**config.mk**
```make
export PLATFORM = sky130hd
export DESIGN_NAME = instruction_word_decoder
export DESIGN_NICKNAME = d
export VERILOG_FILES = /design/src/hdl/iwd_pkg.sv /design/src/hdl/instruction_word_decoder.sv
export SDC_FILE = /design/constraint.sdc
export NUM_CORES = 1
export LEC_CHECK = 0
export ABC_AREA = 1
export BUFFER_PORTS_ARGS = -buffer_cell sky130_fd_sc_hd__buf_4
export CAP_MARGIN = 20
export CORE_ASPECT_RATIO = 1.25
export CORE_UTILIZATION = 33
export DETAILED_ROUTE_END_ITERATION = 12
export PLACE_DENSITY = 0.63
export SYNTH_ARGS = -nofsm -noshare
export SYNTH_HDL_FRONTEND = slang
export SYNTH_SLANG_ARGS = --single-unit
```
**constraint.sdc**
```tcl
create_clock -name i_clk -period 1.7 [get_ports i_clk]
set_input_delay 0 -clock i_clk [delete_from_list [all_inputs] [get_ports i_clk]]
set_output_delay 0 -clock i_clk [all_outputs]
set_load 0.01 [all_outputs]
```
**src/hdl/iwd_pkg.sv**
```systemverilog
`timescale 1ns / 1ps
// ----------------------------------------------------------------------------
// iwd_pkg
// Instruction identifiers and decode tables for the instruction word decoder.
// ----------------------------------------------------------------------------
package iwd_pkg;

    localparam int unsigned WordW = 32;
    localparam int unsigned IdW   = 8;

    typedef logic [IdW-1:0] t_id;

    localparam t_id ID_NONE = 8'd0;
    localparam t_id ID_SLL = 8'd44;
    localparam t_id ID_BLTZ = 8'd79;
    localparam t_id ID_MADD = 8'd94;
    localparam t_id ID_EXT = 8'd102;
    localparam t_id ID_INS = 8'd103;
    localparam t_id ID_RDHWR = 8'd104;
    localparam t_id ID_MOVF = 8'd105;
    localparam t_id ID_MOVT = 8'd106;
    localparam t_id ID_SRL = 8'd107;
    localparam t_id ID_ROTR = 8'd108;
    localparam t_id ID_SRLV = 8'd109;
    localparam t_id ID_ROTRV = 8'd110;
    localparam t_id ID_WSBH = 8'd111;
    localparam t_id ID_SEB = 8'd112;
    localparam t_id ID_SEH = 8'd113;
    localparam t_id ID_CVTD = 8'd159;
    localparam t_id ID_CVTS = 8'd179;
    localparam t_id ID_CVTPSPW = 8'd180;
    localparam t_id ID_FMOVF = 8'd190;
    localparam t_id ID_FMOVT = 8'd191;

    localparam logic [5:0] OP_FUNCT    = 6'h00;
    localparam logic [5:0] OP_RTBR     = 6'h01;
    localparam logic [5:0] OP_COP0     = 6'h10;
    localparam logic [5:0] OP_COP1     = 6'h11;
    localparam logic [5:0] OP_COP2     = 6'h12;
    localparam logic [5:0] OP_FPIDX    = 6'h13;
    localparam logic [5:0] OP_FUNCT2   = 6'h1C;
    localparam logic [5:0] OP_FUNCT3   = 6'h1F;

    localparam logic [4:0] FMT_S  = 5'h10;
    localparam logic [4:0] FMT_D  = 5'h11;
    localparam logic [4:0] FMT_W  = 5'h14;
    localparam logic [4:0] FMT_L  = 5'h15;
    localparam logic [4:0] FMT_PS = 5'h16;

    function automatic t_id f_major(input logic [5:0] op);
        case (op)
            6'h02: return 8'd1;   6'h03: return 8'd2;   6'h04: return 8'd3;
            6'h05: return 8'd4;   6'h06: return 8'd5;   6'h07: return 8'd6;
            6'h08: return 8'd7;   6'h09: return 8'd8;   6'h0A: return 8'd9;
            6'h0B: return 8'd10;  6'h0C: return 8'd11;  6'h0D: return 8'd12;
            6'h0E: return 8'd13;  6'h0F: return 8'd14;  6'h14: return 8'd15;
            6'h15: return 8'd16;  6'h16: return 8'd17;  6'h17: return 8'd18;
            6'h1D: return 8'd19;  6'h20: return 8'd20;  6'h21: return 8'd21;
            6'h22: return 8'd22;  6'h23: return 8'd23;  6'h24: return 8'd24;
            6'h25: return 8'd25;  6'h26: return 8'd26;  6'h28: return 8'd27;
            6'h29: return 8'd28;  6'h2A: return 8'd29;  6'h2B: return 8'd30;
            6'h2E: return 8'd31;  6'h2F: return 8'd32;  6'h30: return 8'd33;
            6'h31: return 8'd34;  6'h32: return 8'd35;  6'h33: return 8'd36;
            6'h35: return 8'd37;  6'h36: return 8'd38;  6'h38: return 8'd39;
            6'h39: return 8'd40;  6'h3A: return 8'd41;  6'h3D: return 8'd42;
            6'h3E: return 8'd43;
            default: return ID_NONE;
        endcase
    endfunction

    function automatic t_id f_special(input logic [5:0] fn);
        case (fn)
            6'h00: return 8'd44;  6'h03: return 8'd45;  6'h04: return 8'd46;
            6'h07: return 8'd47;  6'h08: return 8'd48;  6'h09: return 8'd49;
            6'h0A: return 8'd50;  6'h0B: return 8'd51;  6'h0C: return 8'd52;
            6'h0D: return 8'd53;  6'h0F: return 8'd54;  6'h10: return 8'd55;
            6'h11: return 8'd56;  6'h12: return 8'd57;  6'h13: return 8'd58;
            6'h18: return 8'd59;  6'h19: return 8'd60;  6'h1A: return 8'd61;
            6'h1B: return 8'd62;  6'h20: return 8'd63;  6'h21: return 8'd64;
            6'h22: return 8'd65;  6'h23: return 8'd66;  6'h24: return 8'd67;
            6'h25: return 8'd68;  6'h26: return 8'd69;  6'h27: return 8'd70;
            6'h2A: return 8'd71;  6'h2B: return 8'd72;  6'h30: return 8'd73;
            6'h31: return 8'd74;  6'h32: return 8'd75;  6'h33: return 8'd76;
            6'h34: return 8'd77;  6'h36: return 8'd78;
            default: return ID_NONE;
        endcase
    endfunction

    function automatic t_id f_regimm(input logic [4:0] rt);
        case (rt)
            5'h00: return 8'd79;  5'h01: return 8'd80;  5'h02: return 8'd81;
            5'h03: return 8'd82;  5'h08: return 8'd83;  5'h09: return 8'd84;
            5'h0A: return 8'd85;  5'h0B: return 8'd86;  5'h0C: return 8'd87;
            5'h0E: return 8'd88;  5'h10: return 8'd89;  5'h11: return 8'd90;
            5'h12: return 8'd91;  5'h13: return 8'd92;  5'h1F: return 8'd93;
            default: return ID_NONE;
        endcase
    endfunction

    function automatic t_id f_special2(input logic [5:0] fn);
        case (fn)
            6'h00: return 8'd94;  6'h01: return 8'd95;  6'h02: return 8'd96;
            6'h04: return 8'd97;  6'h05: return 8'd98;  6'h20: return 8'd99;
            6'h21: return 8'd100; 6'h3F: return 8'd101;
            default: return ID_NONE;
        endcase
    endfunction

    function automatic t_id f_cop0(input logic [4:0] rs);
        case (rs)
            5'h00: return 8'd114; 5'h04: return 8'd115; 5'h0A: return 8'd116;
            5'h0B: return 8'd117; 5'h0E: return 8'd118;
            default: return ID_NONE;
        endcase
    endfunction

    function automatic t_id f_cop0co(input logic [5:0] fn);
        case (fn)
            6'h01: return 8'd119; 6'h02: return 8'd120; 6'h06: return 8'd121;
            6'h08: return 8'd122; 6'h18: return 8'd123; 6'h1F: return 8'd124;
            6'h20: return 8'd125;
            default: return ID_NONE;
        endcase
    endfunction

    function automatic t_id f_cop1(input logic [4:0] rs);
        case (rs)
            5'h00: return 8'd126; 5'h02: return 8'd127; 5'h03: return 8'd128;
            5'h04: return 8'd129; 5'h06: return 8'd130; 5'h07: return 8'd131;
            5'h08: return 8'd132; 5'h09: return 8'd133; 5'h0A: return 8'd134;
            default: return ID_NONE;
        endcase
    endfunction

    // shared part of the S, D and PS tables
    function automatic t_id f_fp_common(input logic [5:0] fn);
        case (fn)
            6'h00: return 8'd135; 6'h01: return 8'd136; 6'h02: return 8'd137;
            6'h05: return 8'd140; 6'h06: return 8'd141; 6'h07: return 8'd142;
            6'h12: return 8'd151; 6'h13: return 8'd152; 6'h1C: return 8'd155;
            6'h1D: return 8'd156; 6'h1E: return 8'd157; 6'h1F: return 8'd158;
            default: begin
                if (fn[5:4] == 2'b11) return t_id'(8'd163 + {2'b00, fn[3:0]});
                return ID_NONE;
            end
        endcase
    endfunction

    function automatic t_id f_fp_sd(input logic [5:0] fn, input logic is_d);
        case (fn)
            6'h03: return 8'd138; 6'h04: return 8'd139;
            6'h08: return 8'd143; 6'h09: return 8'd144; 6'h0A: return 8'd145;
            6'h0B: return 8'd146; 6'h0C: return 8'd147; 6'h0D: return 8'd148;
            6'h0E: return 8'd149; 6'h0F: return 8'd150;
            6'h15: return 8'd153; 6'h16: return 8'd154;
            6'h1F: return 8'd158;
            6'h20: return is_d ? ID_CVTS : ID_NONE;
            6'h21: return is_d ? ID_NONE : ID_CVTD;
            6'h24: return 8'd160; 6'h25: return 8'd161;
            6'h26: return is_d ? ID_NONE : 8'd162;
            default: return f_fp_common(fn);
        endcase
    endfunction

    function automatic t_id f_fp_ps(input logic [5:0] fn);
        case (fn)
            6'h18: return 8'd181; 6'h1A: return 8'd182; 6'h20: return 8'd183;
            6'h24: return 8'd184; 6'h28: return 8'd185; 6'h2C: return 8'd186;
            6'h2D: return 8'd187; 6'h2E: return 8'd188; 6'h2F: return 8'd189;
            default: return f_fp_common(fn);
        endcase
    endfunction

    function automatic t_id f_cop2(input logic [4:0] rs);
        case (rs)
            5'h00: return 8'd192; 5'h02: return 8'd193; 5'h03: return 8'd194;
            5'h04: return 8'd195; 5'h06: return 8'd196; 5'h07: return 8'd197;
            5'h08: return 8'd198;
            default: return ID_NONE;
        endcase
    endfunction

    function automatic t_id f_cop1x(input logic [5:0] fn);
        case (fn)
            6'h00: return 8'd199; 6'h01: return 8'd200; 6'h05: return 8'd201;
            6'h08: return 8'd202; 6'h09: return 8'd203; 6'h0D: return 8'd204;
            6'h0F: return 8'd205; 6'h1E: return 8'd206; 6'h20: return 8'd207;
            6'h21: return 8'd208; 6'h26: return 8'd209; 6'h28: return 8'd210;
            6'h29: return 8'd211; 6'h2E: return 8'd212; 6'h30: return 8'd213;
            6'h31: return 8'd214; 6'h36: return 8'd215; 6'h38: return 8'd216;
            6'h39: return 8'd217; 6'h3E: return 8'd218;
            default: return ID_NONE;
        endcase
    endfunction

endpackage

```
**src/hdl/instruction_word_decoder.sv**
```systemverilog
`timescale 1ns / 1ps
// ----------------------------------------------------------------------------
// instruction_word_decoder
// Maps a 32-bit instruction word to a dense 8-bit identifier.
// ----------------------------------------------------------------------------
//  port            dir  width  role
//  i_start         in   1      word offered, taken when o_busy is low
//  i_instr_word    in   32     instruction word
//  o_valid         out  1      result strobe, one cycle
//  o_instr_id      out  8      identifier, 0 for reserved
//
//  One word per cycle; its identifier appears on the next cycle.
//  The table lookup and one result register set that latency.
//  o_busy is low at all times; the receiver cannot stall.
//  Reset clears the strobe only.
// ----------------------------------------------------------------------------
module instruction_word_decoder import iwd_pkg::*; (
    input  logic             i_clk,
    input  logic             i_rst_n,
    input  logic             i_start,
    input  logic [WordW-1:0] i_instr_word,
    output logic             o_busy,
    output logic             o_valid,
    output logic [IdW-1:0]   o_instr_id
);

    logic       r_valid;
    t_id        r_id;
    t_id        n_id;
    logic [5:0] op;
    logic [4:0] rs;
    logic [4:0] rt;
    logic [4:0] sa;
    logic [5:0] fn;

    assign op = i_instr_word[31:26];
    assign rs = i_instr_word[25:21];
    assign rt = i_instr_word[20:16];
    assign sa = i_instr_word[10:6];
    assign fn = i_instr_word[5:0];

    always_comb begin
        n_id = ID_NONE;
        case (op)
            OP_FUNCT: begin
                if (fn == 6'h01)      n_id = i_instr_word[16] ? ID_MOVT : ID_MOVF;
                else if (fn == 6'h02) n_id = i_instr_word[21] ? ID_ROTR : ID_SRL;
                else if (fn == 6'h06) n_id = i_instr_word[6] ? ID_ROTRV : ID_SRLV;
                else                  n_id = f_special(fn);
            end
            OP_RTBR:   n_id = f_regimm(rt);
            OP_COP0:   n_id = rs[4] ? f_cop0co(fn) : f_cop0(rs);
            OP_COP1: begin
                if ((rs == FMT_S || rs == FMT_D || rs == FMT_PS) && fn == 6'h11)
                    n_id = i_instr_word[16] ? ID_FMOVT : ID_FMOVF;
                else if (rs == FMT_S)  n_id = f_fp_sd(fn, 1'b0);
                else if (rs == FMT_D)  n_id = f_fp_sd(fn, 1'b1);
                else if (rs == FMT_PS) n_id = f_fp_ps(fn);
                else if (rs == FMT_W || rs == FMT_L) begin
                    if (fn == 6'h20)      n_id = ID_CVTS;
                    else if (fn == 6'h21) n_id = ID_CVTD;
                    else if (fn == 6'h26) n_id = ID_CVTPSPW;
                    else                  n_id = ID_NONE;
                end else begin
                    n_id = f_cop1(rs);
                end
            end
            OP_COP2:   n_id = rs[4] ? ID_NONE : f_cop2(rs);
            OP_FPIDX:  n_id = f_cop1x(fn);
            OP_FUNCT2: n_id = f_special2(fn);
            OP_FUNCT3: begin
                if (fn == 6'h00)      n_id = ID_EXT;
                else if (fn == 6'h04) n_id = ID_INS;
                else if (fn == 6'h3B) n_id = ID_RDHWR;
                else if (fn == 6'h20 && sa == 5'h02) n_id = ID_WSBH;
                else if (fn == 6'h20 && sa == 5'h10) n_id = ID_SEB;
                else if (fn == 6'h20 && sa == 5'h18) n_id = ID_SEH;
                else n_id = ID_NONE;
            end
            default: n_id = f_major(op);
        endcase
    end

    always_ff @(posedge i_clk) begin
        if (!i_rst_n) begin
            r_valid <= 1'b0;
        end else begin
            r_valid <= i_start;
        end
        r_id <= n_id;
    end

    assign o_busy     = 1'b0;
    assign o_valid    = r_valid;
    assign o_instr_id = r_id;

    a_strobe_follows: assert property (@(posedge i_clk) disable iff (!i_rst_n)
        i_start |=> o_valid) else $error("strobe lost");
    a_no_spurious: assert property (@(posedge i_clk) disable iff (!i_rst_n)
        !i_start |=> !o_valid) else $error("spurious strobe");
    a_cop2_co: assert property (@(posedge i_clk) disable iff (!i_rst_n)
        (i_start && op == OP_COP2 && rs[4]) |=> (o_instr_id == ID_NONE))
        else $error("cop2 co not reserved");

endmodule
```
### Word level (Yosys, flattened, before mapping)

Memories as Yosys holds them, arrays and structs flattened.
Cells that the tools add are included.

* add/sub/neg operators: 1
* eq/ne operators: 63
* multiplexer cells: 56
* reductions and logical operators: 15

Operator list (count)
* $pmux W8 S11: 2
* $mux W8: 18
* $pmux W8 S18: 1
* $pmux W8 S17: 1
* $eq A6 B5 Y1 const B: 17
* $pmux W8 S12: 1
* $eq A6 B6 Y1 const B: 12
* $pmux W8 S9: 1
* $pmux W8 S8: 1
* $pmux W7 S8: 1
* $pmux W8 S7: 1
* $pmux W7 S7: 1
* $eq A6 B4 Y1 const B: 8
* $mux W7: 6
* $eq A5 B5 Y1 const B: 7
* $pmux W7 S5: 1
* $eq A6 B3 Y1 const B: 4
* $eq A5 B4 Y1 const B: 4
* $mux W1: 18
* $reduce_or A18 Y1: 1
* $eq A5 B2 Y1 const B: 3
* $eq A5 B3 Y1 const B: 3
* $eq A6 B1 Y1 const B: 2
* $eq A6 B2 Y1 const B: 2
* 12 further kinds: 19

* register bits after elaboration: 9
* bits in read-only memories: 1600
* input port bits: 35
* logic and storage cells: 142
* memories kept: 5

Memories
* (name not given): words 64, width 7, rd ports 1, clocked after Yosys merged registers in 0, write ports 0, RTL line iwd_pkg.sv:72 `case (fn)`
* (name not given): words 64, width 7, rd ports 1, clocked after Yosys merged registers in 0, write ports 0, RTL line iwd_pkg.sv:184 `case (fn)`
* (name not given): words 64, width 6, rd ports 1, clocked after Yosys merged registers in 0, write ports 0, RTL line iwd_pkg.sv:51 `case (op)`
* (name not given): words 32, width 6, rd ports 1, clocked after Yosys merged registers in 0, write ports 0, RTL line iwd_pkg.sv:90 `case (rt)`
* (name not given): words 16, width 8, rd ports 1, clocked after Yosys merged registers in 0, write ports 0, RTL line iwd_pkg.sv:127 `case (rs)`

### Depth between registers and ports, before layout

* word-level depth: 17
* gate-level depth with buffers: 18
* depth with buffers taken out: 17

### Worst setup path before layout

No wires, ideal clock.

* kind: input to register
* start point: input port i_instr_word[1]
* end point: register r_id[2] (netlist: o_instr_id[2])
* library setup time: 125 ps
* arrival time: 1488 ps
* required time: 1575 ps
* setup slack: 87 ps
* cell stages on the path: 17
* buffers on the path: 2
* path through: inv_1 > ha_1 > buf_2 > nand2_1 > nor2_2 > nand2_4 > nand3_1 > nor2_1 > nand3_2 > buf_6 > nand2_1 > nand3_1 > nand2_1 > nand2_1 > nand2_1 > nand2_1 > a21oi_2

* cells in the longest elaborated chain, start to end: 10

Ends and longest elaborated chain
* start: declaration: RTL line instruction_word_decoder.sv:21 `input logic [WordW-1:0] i_instr_word,`
* $add A8 B4 Y8 / $eq A6 B6 Y1 (equally long branches): RTL line iwd_pkg.sv:143, iwd_pkg.sv:150, instruction_word_decoder.sv:62
* $mux W8 (on tied branches): RTL line iwd_pkg.sv:143, instruction_word_decoder.sv:62
* $mux W8 (on tied branches): RTL line iwd_pkg.sv:144, instruction_word_decoder.sv:61
* $pmux W8 S12 / $mux W8 (equally long branches): RTL line iwd_pkg.sv:137, instruction_word_decoder.sv:60
* $pmux W8 S9 / $mux W8 (equally long branches): RTL line iwd_pkg.sv:166, instruction_word_decoder.sv:59
* $mux W8: RTL line instruction_word_decoder.sv:58 `else if (rs == FMT_PS) n_id = f_fp_ps(fn);`
* $mux W8: RTL line instruction_word_decoder.sv:57 `else if (rs == FMT_D) n_id = f_fp_sd(fn, 1'b1);`
* $mux W8: RTL line instruction_word_decoder.sv:56 `else if (rs == FMT_S) n_id = f_fp_sd(fn, 1'b0);`
* $mux W8: RTL line instruction_word_decoder.sv:54 `if ((rs == FMT_S || rs == FMT_D || rs == FMT_PS) && fn == 6'h11)`
* $pmux W8 S8 *: RTL line instruction_word_decoder.sv:44 `case (op)`
* named net n_id[2]: RTL line instruction_word_decoder.sv:29 `t_id n_id;`
* end signal: assignment: RTL line instruction_word_decoder.sv:90 `r_id <= n_id;`
* end: declaration: RTL line instruction_word_decoder.sv:28 `t_id r_id;`

The timed path passes the listed nets; every way through them passes the cells marked *. The select of a mux whose other input is x is not followed.
A chain may end at the register's enable or synchronous reset.

### Worst setup path after layout

* start point: input port i_instr_word[0]
* end point: register r_id[7] (netlist: o_instr_id[7])

Same word-level chain as after synthesis.

==> flow_summary.toml <==
[power]
ir_drop_mv = 0.2603
powerDensity_nw_per_um2 = 311.0
total_power_w = 0.001887
leakage_nw = 3.264

[clock_network]
cts_max_level = 1
cts_tree = "yes"
clockBufferDepth = 2
clkTransAtPathRegs_ns = 0.04
clock_sinks = 9
cts_buffers = 3
clockRootBuffer = "clkbuf_16"

[logic_synthesis]
synth_compound_area_share_pct = 22.68
ys_warn_count = 0
synthDistinctLibCells = 46
synth-simple-area-share_pct = 51.26
syn_inst = 722
yosysTopAreaCell = "nand2_1"
syn_area_per_cell_um2 = 5.234
yosys_register_bits = 9
ys_async_sr_fraction_pct = 0
synth_top_area_share_pct = 18.87
synth-xor-area-share_pct = 0
syn-num-nets = 781
muxShareOfSynthArea_pct = 0
synth-edff-count = 0
synthAdderAreaFrac_pct = 7.947
synth_area_leaders = "nand2_1 19%, nand3_1 10%, nor2_1 9.3%"
yosysSeqAreaShare_pct = 4.768
synth.cell_area_um2 = 3779
synth_flop_cell = "dfxtp_1"
synth_top_family_by_area = "simple AND/OR/NAND/NOR gates"

[detailed_routing]
vias = 5914
firstDrtPassIters = 5
drc = 0
wl_per_cell_um = 16.23
viasPerCell = 5.548
finalWirelength_um = 17300
ant_nets = 0
drtIter0Drc = 562

[setup_path]
end_kind = "register"
worstPathRequired_ns = 1.81
cp.arrival_ns = 1.85
crit_fanout = 6
criticalPathCategory = "in2reg"
startpoint_type = "primary input"

[sta]
fin_ws_ns = -0.04265
fmax_mhz = 573.8
post-route-period-util_pct = 102.5
tightestPinTransition_ns = 0.5325
slew_viol_final = 0
setup_viol = 3
hold_viol = 0
rsz0062_at_grt = "true"
fin_crit_ns = 1.743
relSlewSlack_pct = 64.37

[finish]
final_common_cell = "buf_4"
fillers = 1071
fin_nets = 991
antenna_cells = 0
area_growth_pct = 60.56
drive_gt1_share_pct = 38.13
final_cell_mix = "220 x buf_4, 169 x nand2_1, 73 x nor2_1"
final_core_util_pct = 54.48

[floorplan]
dieArea_um2 = 11890
core_um2 = 11140
initial_core_util_pct = 33.93
chipWidth_um = 97.71
ios = 45
die_h_um = 121.6
rows = 43

[global_routing]
overflow = 0
grt_pass1_wl_um = 26430
grtUsageTotal_pct = 27.55
grt_antenna_before_repair = 0
grt_max_degree = 20
grt_pass1_vias = 5425

[status]
outcome = "finished with violations"
violations = "setup timing"

[hold_path]
hold_class = "in2reg"

[run]
drv_cap = 0

[place]
hpwl_um = 13550
place_ws_ns = -0.4838
port_buffers = 38
gp_congestion = 0.9838
stage by stage:
stage               TNS (ns)  cells  area (um^2)  hold WS [ns]
finish               -0.1003   1066         6067        0.2532
floorplan                  0    722         3779       0.09345
CTS                 -0.03013   1054         5557        0.2492
detailed placement    -2.775   1048         5410        0.1819
global placement      -2.577   1048         5410        0.1775
global route         -0.7059   1066         6067        0.2780
routing by layer:
layer / GRT usage (%) / vias up / part of all wire [%]
met3: 2.180 / 98 / 5.5
met1: 31.65 / 2676 / 39
li1: - / 2852 / -
met4: 13.64 / 0 / 6.1
met5: 0 / - / 0
met2: 51.29 / 288 / 49
worst paths after layout:
path | slack (ns) | endpoint | start | cells past startpoint
max | -0.04 | o_instr_id[7]$_DFF_P_ | i_instr_word[0] | 14
min | 0.25 | o_instr_id[0]$_DFF_P_ | i_instr_word[30] | 5
worst max-delay path, stage by stage:
cell	delay, ns
buf_8	0.09
clkinvlp_4	0.14
ha_4	0.22
buf_6	0.14
nand2_2	0.13
nor2_1	0.08
nor2_2	0.19
nand3_2	0.13
nor2_4	0.14
nand2_1	0.09
o21ai_2	0.14
nand3_2	0.09
o21ai_2	0.17
nand2_1	0.09
cell usage after synthesis, types with 6 or more instances:
| cell | instances |
|---|---|
| inv_1 | 79 |
| a21oi_1 | 44 |
| nor2_1 | 94 |
| inv_2 | 9 |
| buf_6 | 6 |
| nand3_2 | 7 |
| buf_2 | 11 |
| o211ai_1 | 15 |
| nand4_1 | 15 |
| nand2_1 | 190 |
| ha_1 | 24 |
| dfxtp_1 | 9 |
| o21ai_0 | 49 |
| nand3_1 | 76 |
| nor3_1 | 22 |
| o21ai_1 | 9 |
power breakdown:
group / internal (W) / total (W) / switching, W / leakage (nW)
clock: 0.000314 / 0.000425 / 0.000111 / 0.0382
combinational: 0.000526 / 0.00122 / 0.000689 / 3.15
sequential: 0.000236 / 0.000246 / 0.0000108 / 0.0748
total: 0.00108 / 0.00189 / 0.000811 / 3.26
state kept, by name, indices dropped and copies added (netlist names):
signal,cells
o_instr_id,8
o_valid,1
kinds of logic after synthesis:
logic type / Yosys count
AND/OR/NAND/NOR: 429
AO/OA/AOI/OAI: 146
buffers and inverters: 113
adder cells (fa/ha/maj): 24
flip-flops: 9
other: 1
repair_timing:
action	4_1_cts	5_1_grt
hold buffers	2	0
hold endpoints to repair	1	0
setup buffers	0	13
resized for setup	14	114
endpoints found under the setup margin	8	8
pin swaps	0	37
final cells by class:
class	count	area (um^2)	share of cell area [%]
well taps	135	168.9	2.784
repair buffers	229	1763	29.06
flip-flops and latches	9	180.2	2.970
multi-input cells	600	3531	58.20
clock buffers	4	78.83	1.299
inverters	89	345.3	5.692
Power figures use the tool's default switching activity.
